**config.mk**
```make
export PLATFORM = sky130hd
export DESIGN_NAME = pedal_sensor_plausibility
export DESIGN_NICKNAME = d
export VERILOG_FILES = /design/src/hdl/psp_pkg.sv /design/src/hdl/psp_div.sv /design/src/hdl/pedal_sensor_plausibility.sv
export SDC_FILE = /design/constraint.sdc
export NUM_CORES = 2
export LEC_CHECK = 0
export BUFFER_PORTS_ARGS = -buffer_cell sky130_fd_sc_hd__buf_2
export CELL_PAD_IN_SITES_DETAIL_PLACEMENT = 0
export CELL_PAD_IN_SITES_GLOBAL_PLACEMENT = 2
export CORE_MARGIN = 3
export CORE_UTILIZATION = 25
export DETAILED_ROUTE_END_ITERATION = 10
export PLACE_DENSITY_LB_ADDON = 0.1
export SLEW_MARGIN = 20
export SYNTH_ARGS = -nofsm -noshare
export SYNTH_HDL_FRONTEND = slang
export SYNTH_HIERARCHICAL = 1
export SYNTH_SLANG_ARGS = --single-unit
export TNS_END_PERCENT = 1
```
**constraint.sdc**
```tcl
create_clock -name clk_i -period 15.1 [get_ports clk_i]
set_input_delay 1.51 -clock clk_i [delete_from_list [all_inputs] [get_ports clk_i]]
set_output_delay 1.51 -clock clk_i [all_outputs]
set_load 0.02 [all_outputs]
```
**src/hdl/psp_pkg.sv**
```systemverilog
`timescale 1ns / 1ps
// Package for the pedal sensor plausibility block: payload structs, widths,
// register indexes, register reset values and sequencing codes. No dependencies.
package psp_pkg;

  localparam int SAMPLE_W   = 12;
  localparam int TIME_W     = 32;
  localparam int POS_W      = 10;
  localparam int PERSIST_W  = 16;
  localparam int CFG_IDX_W  = 3;
  localparam int CFG_DATA_W = 16;

  // Divider operand widths: 4095 * 1000 needs 22 bits, spans need 12 bits.
  localparam int DIVIDEND_W = 22;
  localparam int DIVISOR_W  = 12;
  localparam int SC_W       = DIVIDEND_W + 1;
  localparam int DIFF_W     = SC_W + 1;

  localparam logic [SAMPLE_W-1:0] RAIL_HIGH  = 12'd4095;
  localparam logic [POS_W-1:0]    POS_FULL   = 10'd1000;

  localparam logic [CFG_IDX_W-1:0] CFG_FIRST_MIN      = 3'd0;
  localparam logic [CFG_IDX_W-1:0] CFG_FIRST_MAX      = 3'd1;
  localparam logic [CFG_IDX_W-1:0] CFG_SECOND_MIN     = 3'd2;
  localparam logic [CFG_IDX_W-1:0] CFG_SECOND_MAX     = 3'd3;
  localparam logic [CFG_IDX_W-1:0] CFG_MISMATCH_LIMIT = 3'd4;
  localparam logic [CFG_IDX_W-1:0] CFG_PERSIST_MS     = 3'd5;
  localparam logic [CFG_IDX_W-1:0] CFG_DEADBAND       = 3'd6;

  localparam logic [SAMPLE_W-1:0]  RST_FIRST_MIN      = 12'd400;
  localparam logic [SAMPLE_W-1:0]  RST_FIRST_MAX      = 12'd1500;
  localparam logic [SAMPLE_W-1:0]  RST_SECOND_MIN     = 12'd150;
  localparam logic [SAMPLE_W-1:0]  RST_SECOND_MAX     = 12'd660;
  localparam logic [POS_W-1:0]     RST_MISMATCH_LIMIT = 10'd100;
  localparam logic [PERSIST_W-1:0] RST_PERSIST_MS     = 16'd100;
  localparam logic [POS_W-1:0]     RST_DEADBAND       = 10'd25;

  // Division sequence: the two scaled readings.
  localparam logic OP_SC_ONE = 1'b0;
  localparam logic OP_SC_TWO = 1'b1;

  typedef struct packed {
    logic [SAMPLE_W-1:0] sample_one;
    logic [SAMPLE_W-1:0] sample_two;
    logic [TIME_W-1:0]   now_ms;
  } psp_in_t;

  typedef struct packed {
    logic [SAMPLE_W-1:0] average_one;
    logic [SAMPLE_W-1:0] average_two;
    logic [POS_W-1:0]    position;
    logic                fault;
    logic                mismatch_pending;
  } psp_out_t;

endpackage

```
**src/hdl/psp_div.sv**
```systemverilog
`timescale 1ns / 1ps
// Shared bit-serial unsigned divider, one quotient bit per cycle.
// Depends on psp_pkg for operand widths.
module psp_div (
  input  logic                            clk_i,
  input  logic                            rst_ni,
  input  logic                            start_i,
  input  logic [psp_pkg::DIVIDEND_W-1:0]  dividend_i,
  input  logic [psp_pkg::DIVISOR_W-1:0]   divisor_i,
  output logic                            busy_o,
  output logic                            done_o,
  output logic [psp_pkg::DIVIDEND_W-1:0]  quotient_o
);

  localparam int CNT_W = $clog2(psp_pkg::DIVIDEND_W);
  localparam logic [CNT_W-1:0] LAST = CNT_W'(psp_pkg::DIVIDEND_W - 1);

  logic                           busy_q, done_q;
  logic [CNT_W-1:0]               cnt_q;
  logic [psp_pkg::DIVIDEND_W-1:0] quo_q;
  logic [psp_pkg::DIVISOR_W-1:0]  rem_q, dvs_q;
  logic [psp_pkg::DIVISOR_W:0]    trial, diff;
  logic                           ge;

  assign trial = {rem_q, quo_q[psp_pkg::DIVIDEND_W-1]};
  assign diff  = trial - {1'b0, dvs_q};
  assign ge    = !diff[psp_pkg::DIVISOR_W];

  always_ff @(posedge clk_i or negedge rst_ni) begin
    if (!rst_ni) begin
      busy_q <= 1'b0;
      done_q <= 1'b0;
      cnt_q  <= '0;
    end else begin
      done_q <= 1'b0;
      if (start_i) begin
        busy_q <= 1'b1;
        cnt_q  <= '0;
      end else if (busy_q) begin
        cnt_q <= cnt_q + 1'b1;
        if (cnt_q == LAST) begin
          busy_q <= 1'b0;
          done_q <= 1'b1;
        end
      end
    end
  end

  always_ff @(posedge clk_i) begin
    if (start_i) begin
      quo_q <= dividend_i;
      rem_q <= '0;
      dvs_q <= divisor_i;
    end else if (busy_q) begin
      quo_q <= {quo_q[psp_pkg::DIVIDEND_W-2:0], ge};
      rem_q <= ge ? diff[psp_pkg::DIVISOR_W-1:0] : trial[psp_pkg::DIVISOR_W-1:0];
    end
  end

  assign busy_o     = busy_q;
  assign done_o     = done_q;
  assign quotient_o = quo_q;

endmodule

```
**src/hdl/pedal_sensor_plausibility.sv**
```systemverilog
`timescale 1ns / 1ps
// Each input transfer passes the window update, the average, the shared bit-serial divider
// (two divisions of 22 steps for the scaled readings; a zero span skips its division) and
// the decision. The first item after reset also fills the whole window with its samples.
// One item at a time: the next transfer is taken the cycle after the result is registered,
// and a waiting result holds the block.
// Reset clears the control state, the priming flag and the registers to their defaults.
module pedal_sensor_plausibility #(
  parameter int WINDOW = 10
) (
  input  logic                              clk_i,
  input  logic                              rst_ni,
  input  logic                              in_valid_i,
  output logic                              in_ready_o,
  input  psp_pkg::psp_in_t                  in_data_i,
  output logic                              out_valid_o,
  input  logic                              out_ready_i,
  output psp_pkg::psp_out_t                 out_data_o,
  input  logic                              cfg_we_i,
  input  logic [psp_pkg::CFG_IDX_W-1:0]     cfg_idx_i,
  input  logic [psp_pkg::CFG_DATA_W-1:0]    cfg_data_i
);

  localparam int SUM_W  = $clog2(WINDOW * 4095 + 1);
  localparam int SLOT_W = (WINDOW > 1) ? $clog2(WINDOW) : 1;
  localparam int SW     = psp_pkg::SAMPLE_W;
  localparam int SC_W   = psp_pkg::SC_W;
  localparam int DIFF_W = psp_pkg::DIFF_W;
  localparam int POS_W  = psp_pkg::POS_W;
  localparam logic [SLOT_W-1:0] SLOT_LAST = SLOT_W'(WINDOW - 1);

  // The average is taken by reciprocal multiplication, exact for every SUM_W-bit sum.
  localparam int AVG_SH  = SUM_W + $clog2(WINDOW);
  localparam int RECIP_W = SUM_W + 1;
  localparam int PROD_W  = SUM_W + RECIP_W;
  localparam logic [RECIP_W-1:0] RECIP = RECIP_W'(((1 << AVG_SH) + WINDOW - 1) / WINDOW);

  localparam logic [2:0] S_IDLE   = 3'd0;
  localparam logic [2:0] S_FILL   = 3'd1;
  localparam logic [2:0] S_RMW    = 3'd2;
  localparam logic [2:0] S_LOAD   = 3'd3;
  localparam logic [2:0] S_WAIT   = 3'd4;
  localparam logic [2:0] S_DECIDE = 3'd5;
  localparam logic [2:0] S_AVG    = 3'd6;

  logic [2:0]          state_q;
  psp_pkg::psp_in_t    in_q;
  psp_pkg::psp_out_t   out_q;
  logic                out_valid_q;

  logic [SW-1:0]       first_min_q, first_max_q, second_min_q, second_max_q;
  logic [POS_W-1:0]    limit_q, deadband_q;
  logic [psp_pkg::PERSIST_W-1:0] persist_q;

  logic [2*SW-1:0]     mem_q [WINDOW];
  logic [2*SW-1:0]     rdata_q, mem_wdata;
  logic [SLOT_W-1:0]   mem_waddr;
  logic                mem_we;

  logic [SLOT_W-1:0]   slot_q, fill_q;
  logic                primed_q;
  logic [SUM_W-1:0]    sum1_q, sum2_q;
  logic [PROD_W-1:0]   prod1, prod2;
  logic                op_q;
  logic [SW-1:0]       avg1_q, avg2_q;
  logic [SC_W-1:0]     sc1_q, sc2_q;
  logic                neg_q;
  logic                pending_q, fault_q;
  logic [psp_pkg::TIME_W-1:0] start_q;
  logic [POS_W-1:0]    pos_q;

  logic                div_start, div_busy, div_done, div_zero;
  logic [psp_pkg::DIVIDEND_W-1:0] div_dividend, div_quot;
  logic [psp_pkg::DIVISOR_W-1:0]  div_divisor;

  logic [SW-1:0]       cur_avg, cur_min, cur_max;
  logic [SW:0]         off, span;
  logic [SW-1:0]       off_abs, span_abs;
  logic                neg_d;
  logic [SC_W-1:0]     q_ext, sc_val;

  logic [DIFF_W-1:0]   diff_s, diff_abs;
  logic                rail, mismatch, expired, out_free;
  logic [POS_W-1:0]    clamp, pos_acc;
  logic [psp_pkg::TIME_W-1:0] elapsed;
  logic                fault_d, pending_d;
  logic [POS_W-1:0]    pos_d;
  logic [psp_pkg::TIME_W-1:0] start_d;

  assign in_ready_o = (state_q == S_IDLE);
  assign out_free   = !out_valid_q || out_ready_i;

  // Window memory: both channels share one word per slot.
  always_comb begin
    mem_we    = (state_q == S_FILL) || (state_q == S_RMW);
    mem_waddr = (state_q == S_FILL) ? fill_q : slot_q;
    mem_wdata = {in_q.sample_two, in_q.sample_one};
  end

  always_ff @(posedge clk_i) begin
    if (mem_we) begin
      mem_q[mem_waddr] <= mem_wdata;
    end
    rdata_q <= mem_q[slot_q];
  end

  assign prod1 = PROD_W'(sum1_q) * PROD_W'(RECIP);
  assign prod2 = PROD_W'(sum2_q) * PROD_W'(RECIP);

  // Divider operands for the current step.
  always_comb begin
    cur_avg  = (op_q == psp_pkg::OP_SC_TWO) ? avg2_q : avg1_q;
    cur_min  = (op_q == psp_pkg::OP_SC_TWO) ? second_min_q : first_min_q;
    cur_max  = (op_q == psp_pkg::OP_SC_TWO) ? second_max_q : first_max_q;
    off      = {1'b0, cur_avg} - {1'b0, cur_min};
    span     = {1'b0, cur_max} - {1'b0, cur_min};
    off_abs  = off[SW] ? SW'(-off) : off[SW-1:0];
    span_abs = span[SW] ? SW'(-span) : span[SW-1:0];
    neg_d    = off[SW] ^ span[SW];
    div_dividend = psp_pkg::DIVIDEND_W'(off_abs) * psp_pkg::DIVIDEND_W'(psp_pkg::POS_FULL);
    div_divisor  = span_abs;
    div_zero     = (span_abs == '0);
    div_start = (state_q == S_LOAD) && !div_zero;
    q_ext     = {1'b0, div_quot};
    sc_val    = neg_q ? -q_ext : q_ext;
  end

  psp_div u_div (
    .clk_i      (clk_i),
    .rst_ni     (rst_ni),
    .start_i    (div_start),
    .dividend_i (div_dividend),
    .divisor_i  (div_divisor),
    .busy_o     (div_busy),
    .done_o     (div_done),
    .quotient_o (div_quot)
  );

  // Plausibility decision once both scaled readings are in.
  always_comb begin
    diff_s   = {sc1_q[SC_W-1], sc1_q} - {sc2_q[SC_W-1], sc2_q};
    diff_abs = diff_s[DIFF_W-1] ? -diff_s : diff_s;
    mismatch = diff_abs > DIFF_W'(limit_q);
    rail     = (avg1_q == '0) || (avg1_q == psp_pkg::RAIL_HIGH) ||
               (avg2_q == '0) || (avg2_q == psp_pkg::RAIL_HIGH);
    elapsed  = in_q.now_ms - start_q;
    expired  = elapsed > psp_pkg::TIME_W'(persist_q);
    clamp    = (sc1_q[SC_W-2:0] > (SC_W-1)'(psp_pkg::POS_FULL)) ? psp_pkg::POS_FULL
                                                                : sc1_q[POS_W-1:0];
    pos_acc  = (sc1_q[SC_W-1] || (clamp < deadband_q)) ? '0 : clamp;
    fault_d   = fault_q;
    pending_d = pending_q;
    pos_d     = pos_q;
    start_d   = start_q;
    if (rail) begin
      fault_d   = 1'b1;
      pending_d = 1'b0;
      pos_d     = '0;
    end else if (mismatch) begin
      if (!pending_q) begin
        pending_d = 1'b1;
        start_d   = in_q.now_ms;
      end else if (expired) begin
        fault_d   = 1'b1;
        pending_d = 1'b0;
        pos_d     = '0;
      end
    end else begin
      fault_d   = 1'b0;
      pending_d = 1'b0;
      pos_d     = pos_acc;
    end
  end

  always_ff @(posedge clk_i or negedge rst_ni) begin
    if (!rst_ni) begin
      state_q      <= S_IDLE;
      out_valid_q  <= 1'b0;
      primed_q     <= 1'b0;
      slot_q       <= '0;
      fill_q       <= '0;
      op_q         <= psp_pkg::OP_SC_ONE;
      pending_q    <= 1'b0;
      fault_q      <= 1'b0;
      pos_q        <= '0;
      start_q      <= '0;
      first_min_q  <= psp_pkg::RST_FIRST_MIN;
      first_max_q  <= psp_pkg::RST_FIRST_MAX;
      second_min_q <= psp_pkg::RST_SECOND_MIN;
      second_max_q <= psp_pkg::RST_SECOND_MAX;
      limit_q      <= psp_pkg::RST_MISMATCH_LIMIT;
      persist_q    <= psp_pkg::RST_PERSIST_MS;
      deadband_q   <= psp_pkg::RST_DEADBAND;
    end else begin
      if (cfg_we_i) begin
        unique case (cfg_idx_i)
          psp_pkg::CFG_FIRST_MIN:      first_min_q  <= cfg_data_i[SW-1:0];
          psp_pkg::CFG_FIRST_MAX:      first_max_q  <= cfg_data_i[SW-1:0];
          psp_pkg::CFG_SECOND_MIN:     second_min_q <= cfg_data_i[SW-1:0];
          psp_pkg::CFG_SECOND_MAX:     second_max_q <= cfg_data_i[SW-1:0];
          psp_pkg::CFG_MISMATCH_LIMIT: limit_q      <= cfg_data_i[POS_W-1:0];
          psp_pkg::CFG_PERSIST_MS:     persist_q    <= cfg_data_i;
          psp_pkg::CFG_DEADBAND:       deadband_q   <= cfg_data_i[POS_W-1:0];
          default: ;
        endcase
      end
      if (state_q == S_DECIDE && out_free) begin
        out_valid_q <= 1'b1;
      end else if (out_valid_q && out_ready_i) begin
        out_valid_q <= 1'b0;
      end
      unique case (state_q)
        S_IDLE: begin
          if (in_valid_i) begin
            fill_q  <= '0;
            state_q <= primed_q ? S_RMW : S_FILL;
          end
        end
        S_FILL: begin
          fill_q <= fill_q + 1'b1;
          if (fill_q == SLOT_LAST) begin
            primed_q <= 1'b1;
            slot_q   <= '0;
            state_q  <= S_AVG;
          end
        end
        S_RMW: begin
          slot_q  <= (slot_q == SLOT_LAST) ? '0 : slot_q + 1'b1;
          state_q <= S_AVG;
        end
        S_AVG: begin
          op_q    <= psp_pkg::OP_SC_ONE;
          state_q <= S_LOAD;
        end
        S_LOAD: begin
          if (div_zero) begin
            op_q    <= psp_pkg::OP_SC_TWO;
            state_q <= (op_q == psp_pkg::OP_SC_TWO) ? S_DECIDE : S_LOAD;
          end else begin
            state_q <= S_WAIT;
          end
        end
        S_WAIT: begin
          if (div_done) begin
            op_q    <= psp_pkg::OP_SC_TWO;
            state_q <= (op_q == psp_pkg::OP_SC_TWO) ? S_DECIDE : S_LOAD;
          end
        end
        S_DECIDE: begin
          if (out_free) begin
            fault_q     <= fault_d;
            pending_q   <= pending_d;
            pos_q       <= pos_d;
            start_q     <= start_d;
            state_q     <= S_IDLE;
          end
        end
        default: state_q <= S_IDLE;
      endcase
    end
  end

  always_ff @(posedge clk_i) begin
    if (state_q == S_IDLE && in_valid_i) begin
      in_q <= in_data_i;
    end
    if (state_q == S_FILL && fill_q == SLOT_LAST) begin
      sum1_q <= SUM_W'(in_q.sample_one * WINDOW);
      sum2_q <= SUM_W'(in_q.sample_two * WINDOW);
    end
    if (state_q == S_RMW) begin
      sum1_q <= sum1_q - SUM_W'(rdata_q[SW-1:0]) + SUM_W'(in_q.sample_one);
      sum2_q <= sum2_q - SUM_W'(rdata_q[2*SW-1:SW]) + SUM_W'(in_q.sample_two);
    end
    if (state_q == S_AVG) begin
      avg1_q <= prod1[AVG_SH +: SW];
      avg2_q <= prod2[AVG_SH +: SW];
    end
    if (state_q == S_LOAD) begin
      neg_q <= neg_d;
      if (div_zero) begin
        if (op_q == psp_pkg::OP_SC_ONE) begin
          sc1_q <= '0;
        end else begin
          sc2_q <= '0;
        end
      end
    end
    if (state_q == S_WAIT && div_done) begin
      if (op_q == psp_pkg::OP_SC_ONE) begin
        sc1_q <= sc_val;
      end else begin
        sc2_q <= sc_val;
      end
    end
    if (state_q == S_DECIDE && out_free) begin
      out_q.average_one      <= avg1_q;
      out_q.average_two      <= avg2_q;
      out_q.position         <= pos_d;
      out_q.fault            <= fault_d;
      out_q.mismatch_pending <= pending_d;
    end
  end

  assign out_valid_o = out_valid_q;
  assign out_data_o  = out_q;

  a_fault_zero_pos: assert property (@(posedge clk_i) disable iff (!rst_ni)
    out_valid_o && out_data_o.fault |-> out_data_o.position == '0)
    else $error("Fault reported with a nonzero position.");

  a_pos_range: assert property (@(posedge clk_i) disable iff (!rst_ni)
    out_valid_o |-> out_data_o.position <= psp_pkg::POS_FULL)
    else $error("Position above full travel.");

  a_slot_range: assert property (@(posedge clk_i) disable iff (!rst_ni)
    slot_q <= SLOT_LAST)
    else $error("Write slot beyond the window.");

  a_primed_stays: assert property (@(posedge clk_i) disable iff (!rst_ni)
    primed_q |=> primed_q)
    else $error("Window lost its primed state.");

  a_div_start_idle: assert property (@(posedge clk_i) disable iff (!rst_ni)
    div_start |-> !div_busy)
    else $error("Divider started while busy.");

endmodule

```
==> impl_metrics.yaml <==
floorplan:
  core-area_um2: 184000
  start_util_pct: 25.2
  die_h_um: 436
  die-area_um2: 190000
  die_w_um: 436
  ioPinCount: 118
  fp-row-count: 157
clocking:
  postCtsSetupBuffers: 0
  cts_tree: "built"
  cts_made_buffers: 85
  cts.path.max_buffers: 3
  clkSlewWorstSetupHoldPaths_ns: 0.05
  cts_hold_buf: 0
  root_buffer: "clkbuf_16"
  insertion_delay_ns: 0.71
  clock_sinks: 654
  cts_htree_levels: 3
  ctsResizeCount: 0
critical_path:
  cp_num_buf_inv: 6
  cp_common_cell: "inv_1"
  crit_fanout: 31
  start_kind: "flip-flop"
  cp.arrival_ns: 9.64
  r2r_start: "op_q$_DFFE_PN0P_"
  worst-path-stages: 32
  ff2ff_path_depth: 32
  setup.worst_path.end: "u_div/quotient_o[21]$_DFFE_PP_"
  cp-end-kind: "flip-flop"
  rr_endpoint: "u_div/quotient_o[21]$_DFFE_PP_"
  crit_type: "flip-flop to flip-flop"
  cp_slowest_cell: "dfrtp_4"
  critPathRequiredTime_ns: 15.54
  cpPeakStageDelay_ns: 0.74
  startpoint: "op_q$_DFFE_PN0P_"
  crit_family: "compound AO/OA/AOI/OAI gates"
  worst-r2r-setup-slack_ns: 5.90
grt:
  grt_max_degree: 62
  gr-usage-met3_pct: 1.86
  grt-ovfl-total: 0
  antenna_found_initial: 3
  track_usage_pct: 14.8
  met2_usage_pct: 26.0
  grt.busiest_layer: "met2"
  grt_pass1_wl_um: 213000
  grt_pass1_vias: 32769
  grt_use_met1_pct: 19.1
yosys:
  yosys-top-cells-area: "edfxtp_1 (28%), ha_1 (13%), fa_1 (9.7%), dfrtp_1 (6.6%), inv_1 (5.0%)"
  synth_seq_cells: 654
  synth_ff_type: "edfxtp_1"
  seq_area_frac_synth_pct: 39.4
  ys_types: 96
  synth_area_um2: 46300
  ys_async_sr_fraction_pct: 22.8
  syn_area_per_cell_um2: 11.1
  synthCells: 4175
  post-synth-top-area-cell: "edfxtp_1"
  synth_top_area_share_pct: 28.5
  ys_warn_count: 6
  synth_edf_count: 439
layout:
  mostFrequentLayoutCell: "inv_1"
  drive_gt1_share_pct: 13.5
  seq_area_um2: 18300
  multi_input_area_um2: 25400
  area_growth_pct: 14.2
  layout.nets: 5108
  mostFrequentLayoutCells: "inv_1 (615), ha_1 (497), edfxtp_1 (439)"
  fill_cells: 19082
route:
  dr.pass1.iters: 5
  drtAntennaViolNets: 0
  wire_per_inst_um: 20.6
  routed_wl_um: 141000
  via_count: 30746
  dr.first_iter.drc_count: 1293
  drc: 0
  via_per_inst: 4.49
placed_design:
  dp_hpwl_um: 107000
  portBuffers: 117
  gp_congestion: 0.762
sta:
  timing_hold_violations_final: 0
  setup_violations: 0
  period_needed_ns: 9.20
  rsz0062_at_grt: "no"
  clock_skew_ns: 0.0352
  setup_tns_ns: 0
  drv_slew: 0
  tightest_slew_ns: 1.09
  fmax_mhz: 109
  period_share_pct: 60.9
  slew_headroom_pct: 26.2
min_path:
  hold_path_class: "flip-flop to flip-flop"
run:
  max_cap_viol_count: 0
outcome:
  status: "complete, no violations"
## tightest hold or removal path, stage by stage, from the launching register on
cell and delay, ns:
dfxtp_1 0.32, a21oi_1 0.06, nor2_1 0.07
## sequential cells by signal (all words and copies together), names as in the netlist, 12 cells and up, named ones only
name / flops
u_div/dvs_q: 12
out_data_o: 36
first_min_q: 12
persist_q: 16
sc1_q: 15
sum2_q: 16
first_max_q: 12
avg1_q: 12
second_min_q: 12
avg2_q: 12
mem_q: 240
in_q: 56
u_div/quotient_o: 22
rdata_q: 24
start_q: 32
sc2_q: 15
u_div/rem_q: 12
sum1_q: 16
second_max_q: 12
## through the flow
| stage | cell area, um^2 | hold slack, ns | setup slack (ns) | utilization [%] | instances |
|---|---|---|---|---|---|
| after floorplan | 46300 | 0.443 | 6.72 | - | 4177 |
| after global placement | 50000 | 0.464 | 5.78 | 27.2 | 6684 |
| after detailed placement | 50000 | 0.475 | 5.79 | 27.2 | 6684 |
| after CTS | 52900 | 0.490 | 5.75 | 28.8 | 6842 |
| after global routing | 52900 | 0.511 | 4.98 | 28.8 | 6842 |
| final | 52900 | 0.488 | 5.90 | 28.8 | 6846 |
## worst min-delay path by stage
stage | start | to | slack [ns] | cells after the start
after global routing | sc2_q[2]$_DFF_P_ | sc2_q[2]$_DFF_P_ | 0.51 | 1
after global placement | sc2_q[22]$_DFF_P_ | sc2_q[22]$_DFF_P_ | 0.46 | 2
after floorplan | sc2_q[22]$_DFF_P_ | sc2_q[22]$_DFF_P_ | 0.44 | 2
final | sc2_q[11]$_DFF_P_ | sc2_q[11]$_DFF_P_ | 0.49 | 2
after CTS | sc2_q[22]$_DFF_P_ | sc2_q[22]$_DFF_P_ | 0.49 | 2
after detailed placement | sc2_q[2]$_DFF_P_ | sc2_q[2]$_DFF_P_ | 0.48 | 1
## area by class of cell
cell class	count	area share [%]
Tap cell	2464	5.83
Timing Repair Buffer	161	1.74
Sequential cell	654	34.5
Multi-Input combinational cell	2787	48.0
Inverter	618	4.39
Clock buffer	115	4.53
Antenna cell	4	0.0189
Clock inverter	43	0.977
## kinds of logic after synthesis
| logic type | after synthesis | synth area share (%) |
|---|---|---|
| simple gates | 802 | 8.79 |
| other cells | 1 | 0.00810 |
| mux | 252 | 7.40 |
| buf+inv | 736 | 6.05 |
| compound gates | 822 | 11.7 |
| xor+xnor | 185 | 3.50 |
| flops | 654 | 39.4 |
| fa+ha+maj | 723 | 23.1 |
## synthesized netlist by cell type (17+ instances only)
cell / count
a211oi_1: 45
a21o_1: 60
a21oi_1: 217
a31oi_1: 20
and3_1: 22
clkbuf_1: 96
dfrtp_1: 122
dfstp_2: 27
dfxtp_1: 66
edfxtp_1: 439
fa_1: 224
ha_1: 497
inv_1: 617
mux2_2: 125
mux2_4: 30
mux2i_1: 49
mux4_2: 48
nand2_1: 160
nand2b_1: 38
nand3_1: 60
nand4_1: 28
nor2_1: 215
nor2b_1: 59
nor3_1: 73
nor4_1: 23
o211ai_1: 31
o21a_1: 36
o21ai_0: 178
o21bai_1: 30
o22ai_1: 17
o31ai_1: 29
or3_1: 25
xnor2_1: 122
xor2_1: 63
## metal layers
layer | share of wire [%] | wire length (um) | up-vias
met1 | 46 | 64200 | 15177
met4 | 2.5 | 3500 | 0
met3 | 2.2 | 3060 | 140
li1 | - | - | 15135
met5 | 0 | 0 | -
met2 | 50 | 70200 | 294
Power is left out: the tool's default activity adds up to more than one toggle a clock period on the data nets, which glitch-free logic cannot reach.
